`src/rtl/sbpp_pkg.sv`:
```
// ----------------------------------------------------------------------------
// sbpp_pkg
// Shared types, sizes and helpers for the byte-position parity generator.
// ----------------------------------------------------------------------------
package sbpp_pkg;

  // number of position bits tracked, one accumulator cell per bit
  localparam int MAX_ADDR_BITS = 16;
  // one extra cell at the end of the row holds the total xor
  localparam int NUM_CELLS     = MAX_ADDR_BITS + 1;
  // width of a parity index counter, holds 0 .. MAX_ADDR_BITS
  localparam int CNT_W         = $clog2(NUM_CELLS);

  // input item
  typedef struct packed {
    logic [7:0] data_byte;
    logic       final_byte;
  } in_item_t;

  // result item
  typedef struct packed {
    logic [7:0] parity_byte;
    logic [4:0] parity_index;
    logic       run_last;
    logic       overflow;
  } out_item_t;

  // control shared by every cell in the row
  typedef struct packed {
    logic       step;        // an input item is taken this cycle
    logic       clear;       // item is the final byte, accumulators restart
    logic       load;        // snapshot the row into the drain chain
    logic       shift;       // drain chain moves one cell toward the output
    logic [7:0] data_byte;   // byte of the current item
    logic [7:0] total_snap;  // total xor including the current byte
  } cell_ctrl_t;

  // bit length of a position value, zero for position zero
  function automatic logic [CNT_W-1:0] bit_length(input logic [MAX_ADDR_BITS-1:0] pos);
    logic [CNT_W-1:0] k;
    k = '0;
    for (int i = 0; i < MAX_ADDR_BITS; i++) begin
      if (pos[i]) begin
        k = CNT_W'(i + 1);
      end
    end
    return k;
  endfunction

endpackage

```
`src/rtl/sbpp_cell.sv`:
```
// ----------------------------------------------------------------------------
// sbpp_cell
// One parity cell: an 8-bit xor accumulator plus one stage of the drain chain.
// ----------------------------------------------------------------------------
module sbpp_cell (
  input  logic                clk,
  input  logic                rst,
  input  sbpp_pkg::cell_ctrl_t ctrl,
  input  logic                hit,
  input  logic                pick_total,
  input  logic [7:0]          shift_in,
  output logic [7:0]          shift_out,
  output logic [7:0]          snap
);
  import sbpp_pkg::*;

  logic [7:0] acc;
  logic [7:0] drain;

  // accumulator value with the current byte folded in
  assign snap = acc ^ (hit ? ctrl.data_byte : 8'h00);

  // accumulator, restarts after the final byte of a message
  always_ff @(posedge clk) begin
    if (rst) begin
      acc <= 8'h00;
    end else if (ctrl.step) begin
      acc <= ctrl.clear ? 8'h00 : snap;
    end
  end

  // drain stage, loaded from the row and shifted toward cell zero
  always_ff @(posedge clk) begin
    if (ctrl.load) begin
      drain <= pick_total ? ctrl.total_snap : snap;
    end else if (ctrl.shift) begin
      drain <= shift_in;
    end
  end

  assign shift_out = drain;

endmodule

```
`src/rtl/secded_byte_position_parity.sv`:
```
// ----------------------------------------------------------------------------
// secded_byte_position_parity
// Byte-position parity generator over a byte stream, one byte per item.
// ----------------------------------------------------------------------------
// Takes one message byte per cycle; every position bit has its own cell that
// xors in the bytes whose position has that bit set, and a last cell keeps the
// xor of all bytes. On the final byte the whole row is copied into a drain
// chain in the same cycle and the accumulators restart, so the next message
// streams in without a gap while the K+1 parity bytes leave one per cycle
// unless the output stalls, index zero first. A final byte is held off only
// while the previous run is still draining, that is until the last parity
// byte of that run is taken.
// Messages longer than 2^MAX_ADDR_BITS bytes wrap the position and report
// overflow on all MAX_ADDR_BITS+1 results of their run.
// ----------------------------------------------------------------------------
module secded_byte_position_parity (
  input  logic                clk,
  input  logic                rst,
  input  logic                in_valid,
  output logic                in_stall,
  input  sbpp_pkg::in_item_t  in_data,
  output logic                out_valid,
  input  logic                out_stall,
  output sbpp_pkg::out_item_t out_data
);
  import sbpp_pkg::*;

  logic [MAX_ADDR_BITS-1:0] pos;
  logic                     ovf_flag;
  logic                     busy;
  logic [CNT_W-1:0]         idx;
  logic [CNT_W-1:0]         run_k;
  logic                     run_ovf;

  logic                     in_acc;
  logic                     out_acc;
  logic                     drain_done;
  logic                     chain_free;
  logic [CNT_W-1:0]         k_now;
  cell_ctrl_t               ctrl;
  logic [7:0]               chain [0:NUM_CELLS];
  logic [7:0]               snaps [0:NUM_CELLS-1];

  // handshake
  assign out_acc    = busy && !out_stall;
  assign drain_done = out_acc && (idx == run_k);
  assign chain_free = !busy || drain_done;
  assign in_stall   = in_data.final_byte && !chain_free;
  assign in_acc     = in_valid && !in_stall;

  // number of address parity bytes for the message ending now
  assign k_now = ovf_flag ? CNT_W'(MAX_ADDR_BITS) : bit_length(pos);

  // row control
  always_comb begin
    ctrl.step       = in_acc;
    ctrl.clear      = in_data.final_byte;
    ctrl.load       = in_acc && in_data.final_byte;
    ctrl.shift      = out_acc;
    ctrl.data_byte  = in_data.data_byte;
    ctrl.total_snap = snaps[NUM_CELLS-1];
  end

  // row of cells, the last one accumulates every byte
  assign chain[NUM_CELLS] = 8'h00;
  for (genvar i = 0; i < NUM_CELLS; i++) begin : g_cell
    logic hit;
    if (i < MAX_ADDR_BITS) begin : g_bit
      assign hit = pos[i];
    end else begin : g_tot
      assign hit = 1'b1;
    end
    sbpp_cell u_cell (
      .clk        (clk),
      .rst        (rst),
      .ctrl       (ctrl),
      .hit        (hit),
      .pick_total (CNT_W'(i) >= k_now),
      .shift_in   (chain[i+1]),
      .shift_out  (chain[i]),
      .snap       (snaps[i])
    );
  end

  // position counter and overflow flag
  always_ff @(posedge clk) begin
    if (rst) begin
      pos      <= '0;
      ovf_flag <= 1'b0;
    end else if (in_acc) begin
      if (in_data.final_byte) begin
        pos      <= '0;
        ovf_flag <= 1'b0;
      end else begin
        pos <= pos + 1'b1;
        if (&pos) begin
          ovf_flag <= 1'b1;
        end
      end
    end
  end

  // drain control
  always_ff @(posedge clk) begin
    if (rst) begin
      busy    <= 1'b0;
      idx     <= '0;
      run_k   <= '0;
      run_ovf <= 1'b0;
    end else if (ctrl.load) begin
      busy    <= 1'b1;
      idx     <= '0;
      run_k   <= k_now;
      run_ovf <= ovf_flag;
    end else if (out_acc) begin
      idx <= idx + 1'b1;
      if (drain_done) begin
        busy <= 1'b0;
      end
    end
  end

  // result item
  assign out_valid             = busy;
  assign out_data.parity_byte  = chain[0];
  assign out_data.parity_index = 5'(idx);
  assign out_data.run_last     = (idx == run_k);
  assign out_data.overflow     = run_ovf;

`ifndef ASSERT_OFF
  a_load_shows: assert property (@(posedge clk) disable iff (rst)
    in_acc && in_data.final_byte |=> out_valid)
    else $error("run not presented after final byte");
  a_run_continues: assert property (@(posedge clk) disable iff (rst)
    out_acc && !out_data.run_last |=> out_valid)
    else $error("run ended before its last result");
  a_run_ends: assert property (@(posedge clk) disable iff (rst)
    out_acc && out_data.run_last && !(in_acc && in_data.final_byte) |=> !out_valid)
    else $error("results continue after last of run");
  a_idx_range: assert property (@(posedge clk) disable iff (rst)
    out_valid |-> idx <= run_k)
    else $error("parity index past end of run");
  a_no_early_load: assert property (@(posedge clk) disable iff (rst)
    busy && !drain_done && in_valid && in_data.final_byte |-> in_stall)
    else $error("final byte taken while drain chain busy");
`endif

endmodule
```
`config.mk`:
```
export PLATFORM = sky130hd
export DESIGN_NAME = secded_byte_position_parity
export DESIGN_NICKNAME = d
export VERILOG_FILES = /design/src/rtl/sbpp_pkg.sv /design/src/rtl/sbpp_cell.sv /design/src/rtl/secded_byte_position_parity.sv
export SDC_FILE = /design/constraint.sdc
export NUM_CORES = 1
export LEC_CHECK = 0
export ABC_CLOCK_PERIOD_IN_PS = 7000
export BUFFER_PORTS_ARGS = -buffer_cell sky130_fd_sc_hd__buf_2
export CAP_MARGIN = 20
export CORE_AREA = 4 4 250 154
export CTS_BUF_LIST = sky130_fd_sc_hd__clkbuf_8
export CTS_CLUSTER_DIAMETER = 40
export CTS_CLUSTER_SIZE = 8
export DETAILED_ROUTE_END_ITERATION = 6
export DIE_AREA = 0 0 254 158
export HOLD_SLACK_MARGIN = 0.08
export PLACE_DENSITY = 0.57
export SETUP_SLACK_MARGIN = 0.05
export SLEW_MARGIN = 10
export SYNTH_ARGS = -nofsm -noshare
export SYNTH_HDL_FRONTEND = slang
export SYNTH_SLANG_ARGS = --single-unit
```
`constraint.sdc`:
```
create_clock -name clk -period 7 [get_ports clk]
set_input_delay 0 -clock clk [delete_from_list [all_inputs] [get_ports clk]]
set_output_delay 0 -clock clk [all_outputs]
set_load 0.1 [all_outputs]
```
==> out/results.tsv, run 1 <==
metric	value	unit
status	finished, final reports clean	
reg2reg_depth	6	
synthCells	1769	
path_cells	nor4_4 > and3_1 > and2_1 > o21ai_2 > nand2_1 > o221ai_1	
path_class	flip-flop to flip-flop	
wl_met3	4760	microns
first_pass_iters	6	
p_per_area	231	mW/mm^2
place_hpwl	30200	microns
root_buffer	clkbuf_8	
globalRouteTotalUtil	24.1	%
syn_area	0.0154	sq mm
rsz0062_at_grt	false	
layout_common_cells	308 x nand2_1, 193 x o21ai_0, 172 x a21oi_1	
ant_nets	0	
fp.dieW	254	microns
max-cap-violations	0	
critical_path.endpoint	g_cell[2].u_cell.shift_out[2]	
r2r-end	g_cell[2].u_cell.shift_out[2]	
ys_seq_elements	301	
start_util	42.7	%
cts_sinks	301	
route.met2.wl	18800	microns
fin_area	0.0167	sq mm
r2r-start	pos[13]	
setup_violations	0	
fin_util	46.2	%
nNetsFinal	1743	
grt_pass1_vias	11800	
crit_start	pos[13]	
leakagePower	5.84	nW
fmax	244	MHz
hp-class	primary input to flip-flop	
clock_skew	0.0365	ns
hold-worst-slack	0.249	ns
antennaDiodeCount	0	
finalHoldViolCount	0	
wl_per_cell	21.6	microns
io-pin-count	30	
drive_gt1_share	8.07	%
fin_setup_tns	0	ns
critPathSlowestCell	nor4_4	
top_layer	met4	
cp.depth	6	
synth_ff_type	dfxtp_1	
wl_met1	24100	microns
yosysWarningCount	0	
synth_cell_types	59	
syn_to_final_growth	8.26	%
worstPathArrival	4.42	ns
dieArea	0.0401	sq mm
hp-start	in_data[0]	
cts_tree	yes	
place_congestion	0.871	
synth-edff-count	136	
clkTransAtPathRegs	0.07	ns
async_reset_ff_share	0	%
grt_max_degree	87	
cts_buffers	45	
cp_top_family	simple AND/OR/NAND/NOR gates	
grt-ovfl-total	0	
critical-path-max-stage-delay	0.93	ns
port_buffers	29	
cts_max_path_buffers	3	
final_common_cell	nand2_1	
die_h	158	microns
antenna_found_initial	2	
rows	54	
routed_via_density	5.79	
ys_seq_area_share	48.0	%
grt_pass1_wl	74000	microns
rrSetupSlack	2.89	ns
clock_latency	0.60	ns
cp_data_required_time	7.32	ns
synth_nets	1785	
p_total	3.85	mW
cp-start-kind	flip-flop	
crit_path_end_kind	flip-flop	
initialDrtViolationCount	1522	
cp_max_fo	24	
place_area	0.0157	sq mm
fin_crit	4.11	ns
ir_drop	0.129	mV
slew-limit-headroom	24.7	%
critPathBufInv	0	
drcViolationCount	0	
min_period_over_period	58.7	%
via_count	12900	
cts.htree.levels	2	
slew_viol_final	0	
drt-total-wl	48400	microns
worst_pin_slew	1.12	ns
core_region_area	0.0361	sq mm
postSynthAreaPerCell	8.71	sq um
## tightest hold or removal path: stages
cell	delay, ns
buf_2	0.13
nand2_1	0.14
nor2b_2	0.05
buf_4	0.28
nor2_1	0.15
a211oi_1	0.05
## how the worst min path moves through the flow
stage / to / slack (ns) / depth (start not counted)
CTS: run_k[4] / 0.20 / 6
global placement: out_valid / 0.40 / 3
global route: run_k[4] / 0.27 / 6
detailed placement: out_valid / 0.39 / 3
finish: run_k[4] / 0.25 / 6
floorplan: out_valid / 0.21 / 2
## layout make-up
| cell class | instances | area, sq um |
|---|---|---|
| clock buffers | 47 | 647 |
| clock inverters | 33 | 161 |
| fillers | 3518 | 19400 |
| inverters | 11 | 41.3 |
| multi-input cells | 1297 | 7350 |
| flip-flops and latches | 301 | 7390 |
| well taps | 476 | 596 |
| repair buffers | 71 | 495 |
## cell families (layout without fill, tap and decap cells)
group | after synthesis | after routing | share of synthesized area [%]
AOI/OAI and AO/OA | 483 | 483 | 18.3
xor gates and xnor gates | 166 | 166 | 9.44
and+or+nand+nor | 613 | 613 | 17.3
DFF | 301 | 301 | 48.0
muxes | 32 | 32 | 2.08
buffers and inverters | 171 | 162 | 4.61
adders and majority gates | 3 | 3 | 0.244
## flip-flops by register name (all words and copies together), names as in the netlist
register and count:
g_cell.u_cell.acc 136, g_cell.u_cell.shift_out 136, pos 16, idx 5, run_k 5, out_valid 1
ovf_flag 1, run_ovf 1
## report_power, final
part	leakage [nW]	switching (mW)	internal [mW]
Clock	0.510	0.722	0.657
Sequential	2.63	0.0311	1.95
Combinational	2.71	0.377	0.119
Total	5.84	1.13	2.72
## Yosys cell counts (all sizes together), types with 3 or more instances
cell type,number,share of area [%]
inv,11,0.27
xnor2,92,5.2
o221a,8,0.58
nor3,11,0.36
o211ai,16,0.97
and3,4,0.16
nand4,9,0.37
nand3b,18,0.88
nand2,311,7.6
ha,3,0.24
nor4,7,0.48
a311oi,3,0.17
a21oi,175,5.7
nand3,21,0.71
xor2,74,4.2
dfxtp,165,21
nor2b,5,0.20
o21ai,196,6.4
a22oi,48,2.3
buf,46,1.6
or3,45,1.8
a211oi,9,0.44
nor2,169,4.1
and2,4,0.16
or2,3,0.12
clkbuf,114,2.8
edfxtp,136,27
nand2b,3,0.12
mux2i,32,2.1
a221o,8,0.52
o221ai,8,0.45
## stage by stage
step | instances | worst slack (ns)
detailed placement | 2142 | 2.98
finish | 2236 | 2.89
global placement | 2142 | 3.13
floorplan | 1769 | 2.52
global route | 2236 | 2.54
CTS | 2233 | 2.97
## layer usage
metal	vias to the layer above	track usage [%]
met5	-	0
met4	0	5.06
met3	69	4.73
met2	521	32.6
met1	6291	39.2
li1	6062	-
## what timing repair did
action | CTS | global route
setup buffers | 0 | 0
endpoints found under the hold margin | 79 | 0
gates resized for setup | 0 | 0
hold buffers | 11 | 0
Note: power is estimated with default switching activity, not from simulation.
==> run 2, diff against run 1 <==
--- a/config.mk
+++ b/config.mk
@@ -5,15 +5,16 @@
 export SDC_FILE = /design/constraint.sdc
 export NUM_CORES = 1
 export LEC_CHECK = 0
-export ABC_CLOCK_PERIOD_IN_PS = 7000
+export ABC_AREA = 1
+export ABC_CLOCK_PERIOD_IN_PS = 4000
 export BUFFER_PORTS_ARGS = -buffer_cell sky130_fd_sc_hd__buf_2
 export CAP_MARGIN = 20
-export CORE_AREA = 4 4 250 154
+export CORE_AREA = 4 4 252 155
 export CTS_BUF_LIST = sky130_fd_sc_hd__clkbuf_8
 export CTS_CLUSTER_DIAMETER = 40
 export CTS_CLUSTER_SIZE = 8
 export DETAILED_ROUTE_END_ITERATION = 6
-export DIE_AREA = 0 0 254 158
+export DIE_AREA = 0 0 256 159
 export HOLD_SLACK_MARGIN = 0.08
 export PLACE_DENSITY = 0.57
 export SETUP_SLACK_MARGIN = 0.05
==> constraint.sdc (replaced) <==
create_clock -name clk -period 4 [get_ports clk]
set_input_delay 0 -clock clk [delete_from_list [all_inputs] [get_ports clk]]
set_output_delay 0 -clock clk [all_outputs]
set_load 0.1 [all_outputs]
==> out/results.tsv, run 2 <==
metric	value	unit
grt_pass1_wl	76000	microns
slew-limit-headroom	28.0	%
core_region_area	0.0363	sq mm
clkTransAtPathRegs	0.07	ns
synthXorXnorAreaFrac	7.82	%
rsz0062_at_grt	false	
p_total	6.69	mW
grt_use_met2	31.2	%
final_common_cell	nand2_1	
drt-total-wl	49900	microns
root_buffer	clkbuf_8	
ir_drop	0.228	mV
worstPathArrival	3.54	ns
grt-ovfl-total	0	
via_count	13600	
fillers	3658	
whs_endpoint	g_cell[4].u_cell.shift_out[2]	
synth-simple-area-share	25.0	%
finalHoldViolCount	0	
fp.dieW	256	microns
port_buffers	29	
rrSetupSlack	0.78	ns
synth_compound_area_share	11.5	%
routed_via_density	5.30	
clock_skew	0.0359	ns
synthCells	2084	
synthAdderAreaFrac	0.239	%
globalRouteTotalUtil	23.8	%
io-pin-count	30	
placed_cells	2483	
critical-path-max-stage-delay	0.62	ns
cts.htree.levels	2	
place_congestion	0.931	
cp_data_required_time	4.31	ns
hp-start	in_data[3]	
initialDrtViolationCount	1576	
syn_area	0.0157	sq mm
max-cap-violations	0	
async_reset_ff_share	0	%
synthMuxAreaShare	0	%
post_cts_buffers	0	
postSynthAreaPerCell	7.52	sq um
postLayoutSetupSlackWorst	0.776	ns
syn_to_final_growth	8.48	%
fmax	310	MHz
hold_path_depth	7	
cts_buffers	45	
path_common_cell	nand2_1	
slew_viol_final	0	
p_per_area	393	mW/mm^2
antenna_found_initial	0	
nNetsFinal	2078	
antennaDiodeCount	0	
synth_cell_types	37	
clock_latency	0.60	ns
grt_pass1_vias	12400	
cts_tree	yes	
rows	54	
status	finished, final reports clean	
yosysTopAreaCell	edfxtp_1	
die_h	159	microns
grt_busiest_layer	met1	
fin_crit	3.22	ns
synth_area_leaders	edfxtp_1 26%, dfxtp_1 21%, nand2_1 19%, xor2_1 7.8%, a21oi_1 6.0%	
yosysWarningCount	0	
layout_common_cells	785 x nand2_1, 201 x inv_1, 189 x a21oi_1	
min_period_over_period	80.6	%
setup_violations	0	
cp_max_fo	15	
yosys-top-cells-count	786 x nand2_1, 189 x a21oi_1, 171 x inv_1	
final_cells	2572	
hp-class	primary input to flip-flop	
grt_max_degree	138	
path_cells	inv_1 > ha_1 > o21ai_0 > nand2_1 > nand2_1 > nand2_1 > nand2_1 > nand2_1 > nand2_1 > nand2_1 > nand2_1 > nand2_1 > a21oi_1 > nand2_1 > nand2_1 > nand2_1 > nand2_1 > o21ai_0	
grt_use_met3	6.28	%
ys_seq_area_share	47.1	%
synth-edff-count	136	
reg2reg_depth	18	
drive_gt1_share	7.35	%
start_util	43.1	%
dp_slack	0.866	ns
r2r-start	pos[1]	
cts_max_path_buffers	3	
fin_setup_tns	0	ns
grtUsageMet1	38.1	%
synth_top_area_share	26.1	%
r2r-end	g_cell[12].u_cell.shift_out[1]	
synth_ff_type	dfxtp_1	
first_pass_iters	7	
leakagePower	7.66	nW
drcViolationCount	0	
synth_top_family_by_area	simple AND/OR/NAND/NOR gates	
crit_path_end_kind	flip-flop	
dieArea	0.0407	sq mm
ys_seq_elements	301	
critPathSlowestCell	dfxtp_1	
synth_nets	2100	
worst_pin_slew	1.08	ns
synth_most_common_cell	nand2_1	
cp-start-kind	flip-flop	
fin_util	46.8	%
cts_sinks	301	
wl_per_cell	19.4	microns
path_class	flip-flop to flip-flop	
ant_nets	0	
place_hpwl	31400	microns
-- run 2: changes by cell type after synthesis, moves of 17 or more --
cell	change
o21ai_0	-75
a22oi_1	-47
clkbuf_1	-27
nand3b_1	-18
nor2_1	-89
mux2i_1	-32
xor2_1	+66
buf_1	-17
nand2_1	+477
inv_1	+160
o21ai_1	+18
xnor2_1	-92
or3_1	-45
nand3_1	+39
-- run 2: what timing repair did --
item,in CTS,in global routing
hold endpoints to repair,66,0
hold buffers,7,0
resized for setup,0,0
-- run 2: stage by stage --
stage,area [sq um],hold WS [ns]
floorplan,15700,0.295
global placement,16100,0.344
detailed placement,16100,0.351
CTS,17000,0.165
global route,17000,0.252
finish,17000,0.223
-- run 2: worst max-delay path by stage --
stage | from | to | slack, ns | depth (start not counted)
floorplan | idx[0] | g_cell[0].u_cell.shift_out[0] | 0.07 | 13
global placement | pos[7] | g_cell[0].u_cell.shift_out[1] | 0.93 | 12
detailed placement | pos[7] | g_cell[0].u_cell.shift_out[3] | 0.87 | 12
CTS | pos[7] | g_cell[0].u_cell.shift_out[3] | 0.87 | 12
global route | pos[7] | g_cell[0].u_cell.shift_out[3] | 0.54 | 12
finish | pos[1] | g_cell[12].u_cell.shift_out[1] | 0.78 | 18
-- run 2: power by group --
part	internal, mW	switching (mW)	total, mW	leakage, nW
sequential	3.39	0.0470	3.44	2.63
clock	1.13	1.27	2.40	0.513
combinational	0.183	0.666	0.849	4.51
-- run 2: critical path, delay by kind of cell (launching register included) --
family,cells,cell delay [ns]
buffers and inverters,1,0.15
and+or+nand+nor,13,1.37
adders and majority gates,1,0.21
DFF,1,0.62
AOI/OAI and AO/OA,3,0.56
-- run 2: area by class of cell --
cell class	instances	area, sq um	share of cell area (%)
Clock buffer	46	633	3.72
Multi-Input combinational cell	1467	7030	41.3
Sequential cell	301	7390	43.4
Timing Repair Buffer	67	513	3.02
Tap cell	476	596	3.50
Clock inverter	35	168	0.986
Inverter	180	678	3.99
-- run 2: kinds of logic (layout without fill, tap and decap cells) --
kind of cell	after synthesis	count (layout)
buffers and inverters	316	328
XOR/XNOR	140	140
AND/OR/NAND/NOR	975	975
adder cells (fa/ha/maj)	3	3
AO/OA/AOI/OAI	349	349
flip-flops	301	301
-- run 2: per-layer routing --
metal / vias up / part of all wire [%]
met2: 540 / 38
met5: - / 0
met1: 6445 / 49
met4: 0 / 2.2
li1: 6561 / -
met3: 84 / 10
==> run 3, diff against run 2 <==
--- a/config.mk
+++ b/config.mk
@@ -5,16 +5,16 @@
 export SDC_FILE = /design/constraint.sdc
 export NUM_CORES = 1
 export LEC_CHECK = 0
-export ABC_AREA = 1
-export ABC_CLOCK_PERIOD_IN_PS = 4000
+export ABC_AREA = 0
+export ABC_CLOCK_PERIOD_IN_PS = 3250
 export BUFFER_PORTS_ARGS = -buffer_cell sky130_fd_sc_hd__buf_2
 export CAP_MARGIN = 20
-export CORE_AREA = 4 4 252 155
+export CORE_AREA = 4 4 250 154
 export CTS_BUF_LIST = sky130_fd_sc_hd__clkbuf_8
 export CTS_CLUSTER_DIAMETER = 40
 export CTS_CLUSTER_SIZE = 8
 export DETAILED_ROUTE_END_ITERATION = 6
-export DIE_AREA = 0 0 256 159
+export DIE_AREA = 0 0 254 158
 export HOLD_SLACK_MARGIN = 0.08
 export PLACE_DENSITY = 0.57
 export SETUP_SLACK_MARGIN = 0.05
==> constraint.sdc (replaced) <==
create_clock -name clk -period 3.25 [get_ports clk]
set_input_delay 0 -clock clk [delete_from_list [all_inputs] [get_ports clk]]
set_output_delay 0 -clock clk [all_outputs]
set_load 0.1 [all_outputs]
==> out/results.tsv, run 3 (synthesis results as in run 1) <==
metric	value	unit
regArea	0.00741	sq mm
grt_pass1_wl	70800	microns
port_buffers	29	
drive_gt1_share	9.64	%
fmax	363	MHz
place_congestion	0.854	
cts_buffers	45	
multi_input_area	0.00735	sq mm
worstPathArrival	3.08	ns
critical-path-max-stage-delay	0.53	ns
fillers	3438	
dp_slack	0.547	ns
cp-start-kind	flip-flop	
cts_max_path_buffers	3	
dieArea	0.0401	sq mm
initialDrtViolationCount	1324	
clkTransAtPathRegs	0.07	ns
post_cts_buffers	0	
critPathSlowestCell	nor4_1	
ir_drop	0.340	mV
leakagePower	6.04	nW
die_h	158	microns
core_region_area	0.0361	sq mm
io-pin-count	30	
clock_latency	0.60	ns
first_pass_iters	5	
slew-limit-headroom	29.1	%
setup_violations	0	
place_hpwl	28700	microns
final_common_cell	nand2_1	
nNetsFinal	1764	
routed_via_density	5.70	
worst_pin_slew	1.06	ns
path_cells	nor4_1 > and3_1 > and2_1 > buf_4 > nand3_2 > nand3_1 > o211ai_1	
cts-hold-fix-buffers	11	
grt-ovfl-total	0	
rsz0062_at_grt	false	
grt_max_degree	104	
critPathBufInv	1	
crit_path_end_kind	flip-flop	
start_util	42.7	%
cp_top_family	simple AND/OR/NAND/NOR gates	
rows	54	
postLayoutSetupSlackWorst	0.492	ns
max-cap-violations	0	
ant_nets	0	
status	finished, final reports clean	
drt-total-wl	46000	microns
p_per_area	497	mW/mm^2
path_class	flip-flop to flip-flop	
layout_common_cells	308 x nand2_1, 193 x o21ai_0, 172 x a21oi_1	
via_count	12900	
root_buffer	clkbuf_8	
min_period_over_period	84.9	%
rrSetupSlack	0.49	ns
globalRouteTotalUtil	22.7	%
cts_sinks	301	
fin_setup_tns	0	ns
cts_tree	yes	
finalHoldViolCount	0	
hp-class	primary input to flip-flop	
cp_max_fo	16	
fp.dieW	254	microns
syn_to_final_growth	10.6	%
grt_pass1_vias	11800	
ctsResizeCount	0	
antenna_found_initial	1	
wl_per_cell	20.3	microns
cts.htree.levels	2	
drcViolationCount	0	
cp_data_required_time	3.57	ns
clock_skew	0.0172	ns
slew_viol_final	0	
fin_crit	2.76	ns
## run 3: layer usage
layer,wire length [microns],global-route usage (%),vias to the layer above
met1,23000,36.2,6226
met2,18300,32.0,456
met3,3810,3.76,73
met4,825,5.04,0
li1,-,-,6128
met5,0,0,-
## run 3: where the power goes
group / internal (mW) / total (mW) / switching [mW]
registers: 4.19 / 4.25 / 0.0584
clock network: 1.61 / 3.16 / 1.55
logic: 0.280 / 1.05 / 0.765
## run 3: worst paths after layout
kind                            startpoint  depth (start not counted)                       endpoint
worst max-delay path                pos[7]                          7  g_cell[0].u_cell.shift_out[5]
worst max register to register      pos[7]                          7  g_cell[0].u_cell.shift_out[5]
worst min-delay path            in_data[0]                          6                        run_ovf
worst min register to register     run_ovf                          2                        run_ovf
## run 3: layout make-up
| type | instances | area share [%] |
|---|---|---|
| timing repair buffer | 92 | 4.32 |
| sequential | 301 | 43.5 |
| clock buffer | 52 | 4.20 |
| tap | 476 | 3.50 |
| antenna | 1 | 0.0147 |
| clock inverter | 32 | 1.04 |
| multi-input combinational | 1297 | 43.2 |
| inverter | 11 | 0.243 |
## run 3: per-stage QoR
stage	hold WS, ns	utilization, %	power, mW	std cells	cell area (sq um)
2_1_floorplan	0.209	-	5.02	1769	15400
3_3_place_gp	0.402	44.4	5.35	2166	16000
3_5_place_dp	0.392	44.4	5.36	2166	16000
4_1_cts	0.110	47.2	8.52	2261	17000
5_1_grt	0.140	47.2	8.80	2261	17000
6_report	0.117	47.2	8.46	2262	17000
## run 3: tightest hold or removal path, delay by kind of cell
kind / cells / cell delay (ns)
AO/OA/AOI/OAI: 1 / 0.05
buffers and inverters: 2 / 0.30
AND/OR/NAND/NOR: 3 / 0.30
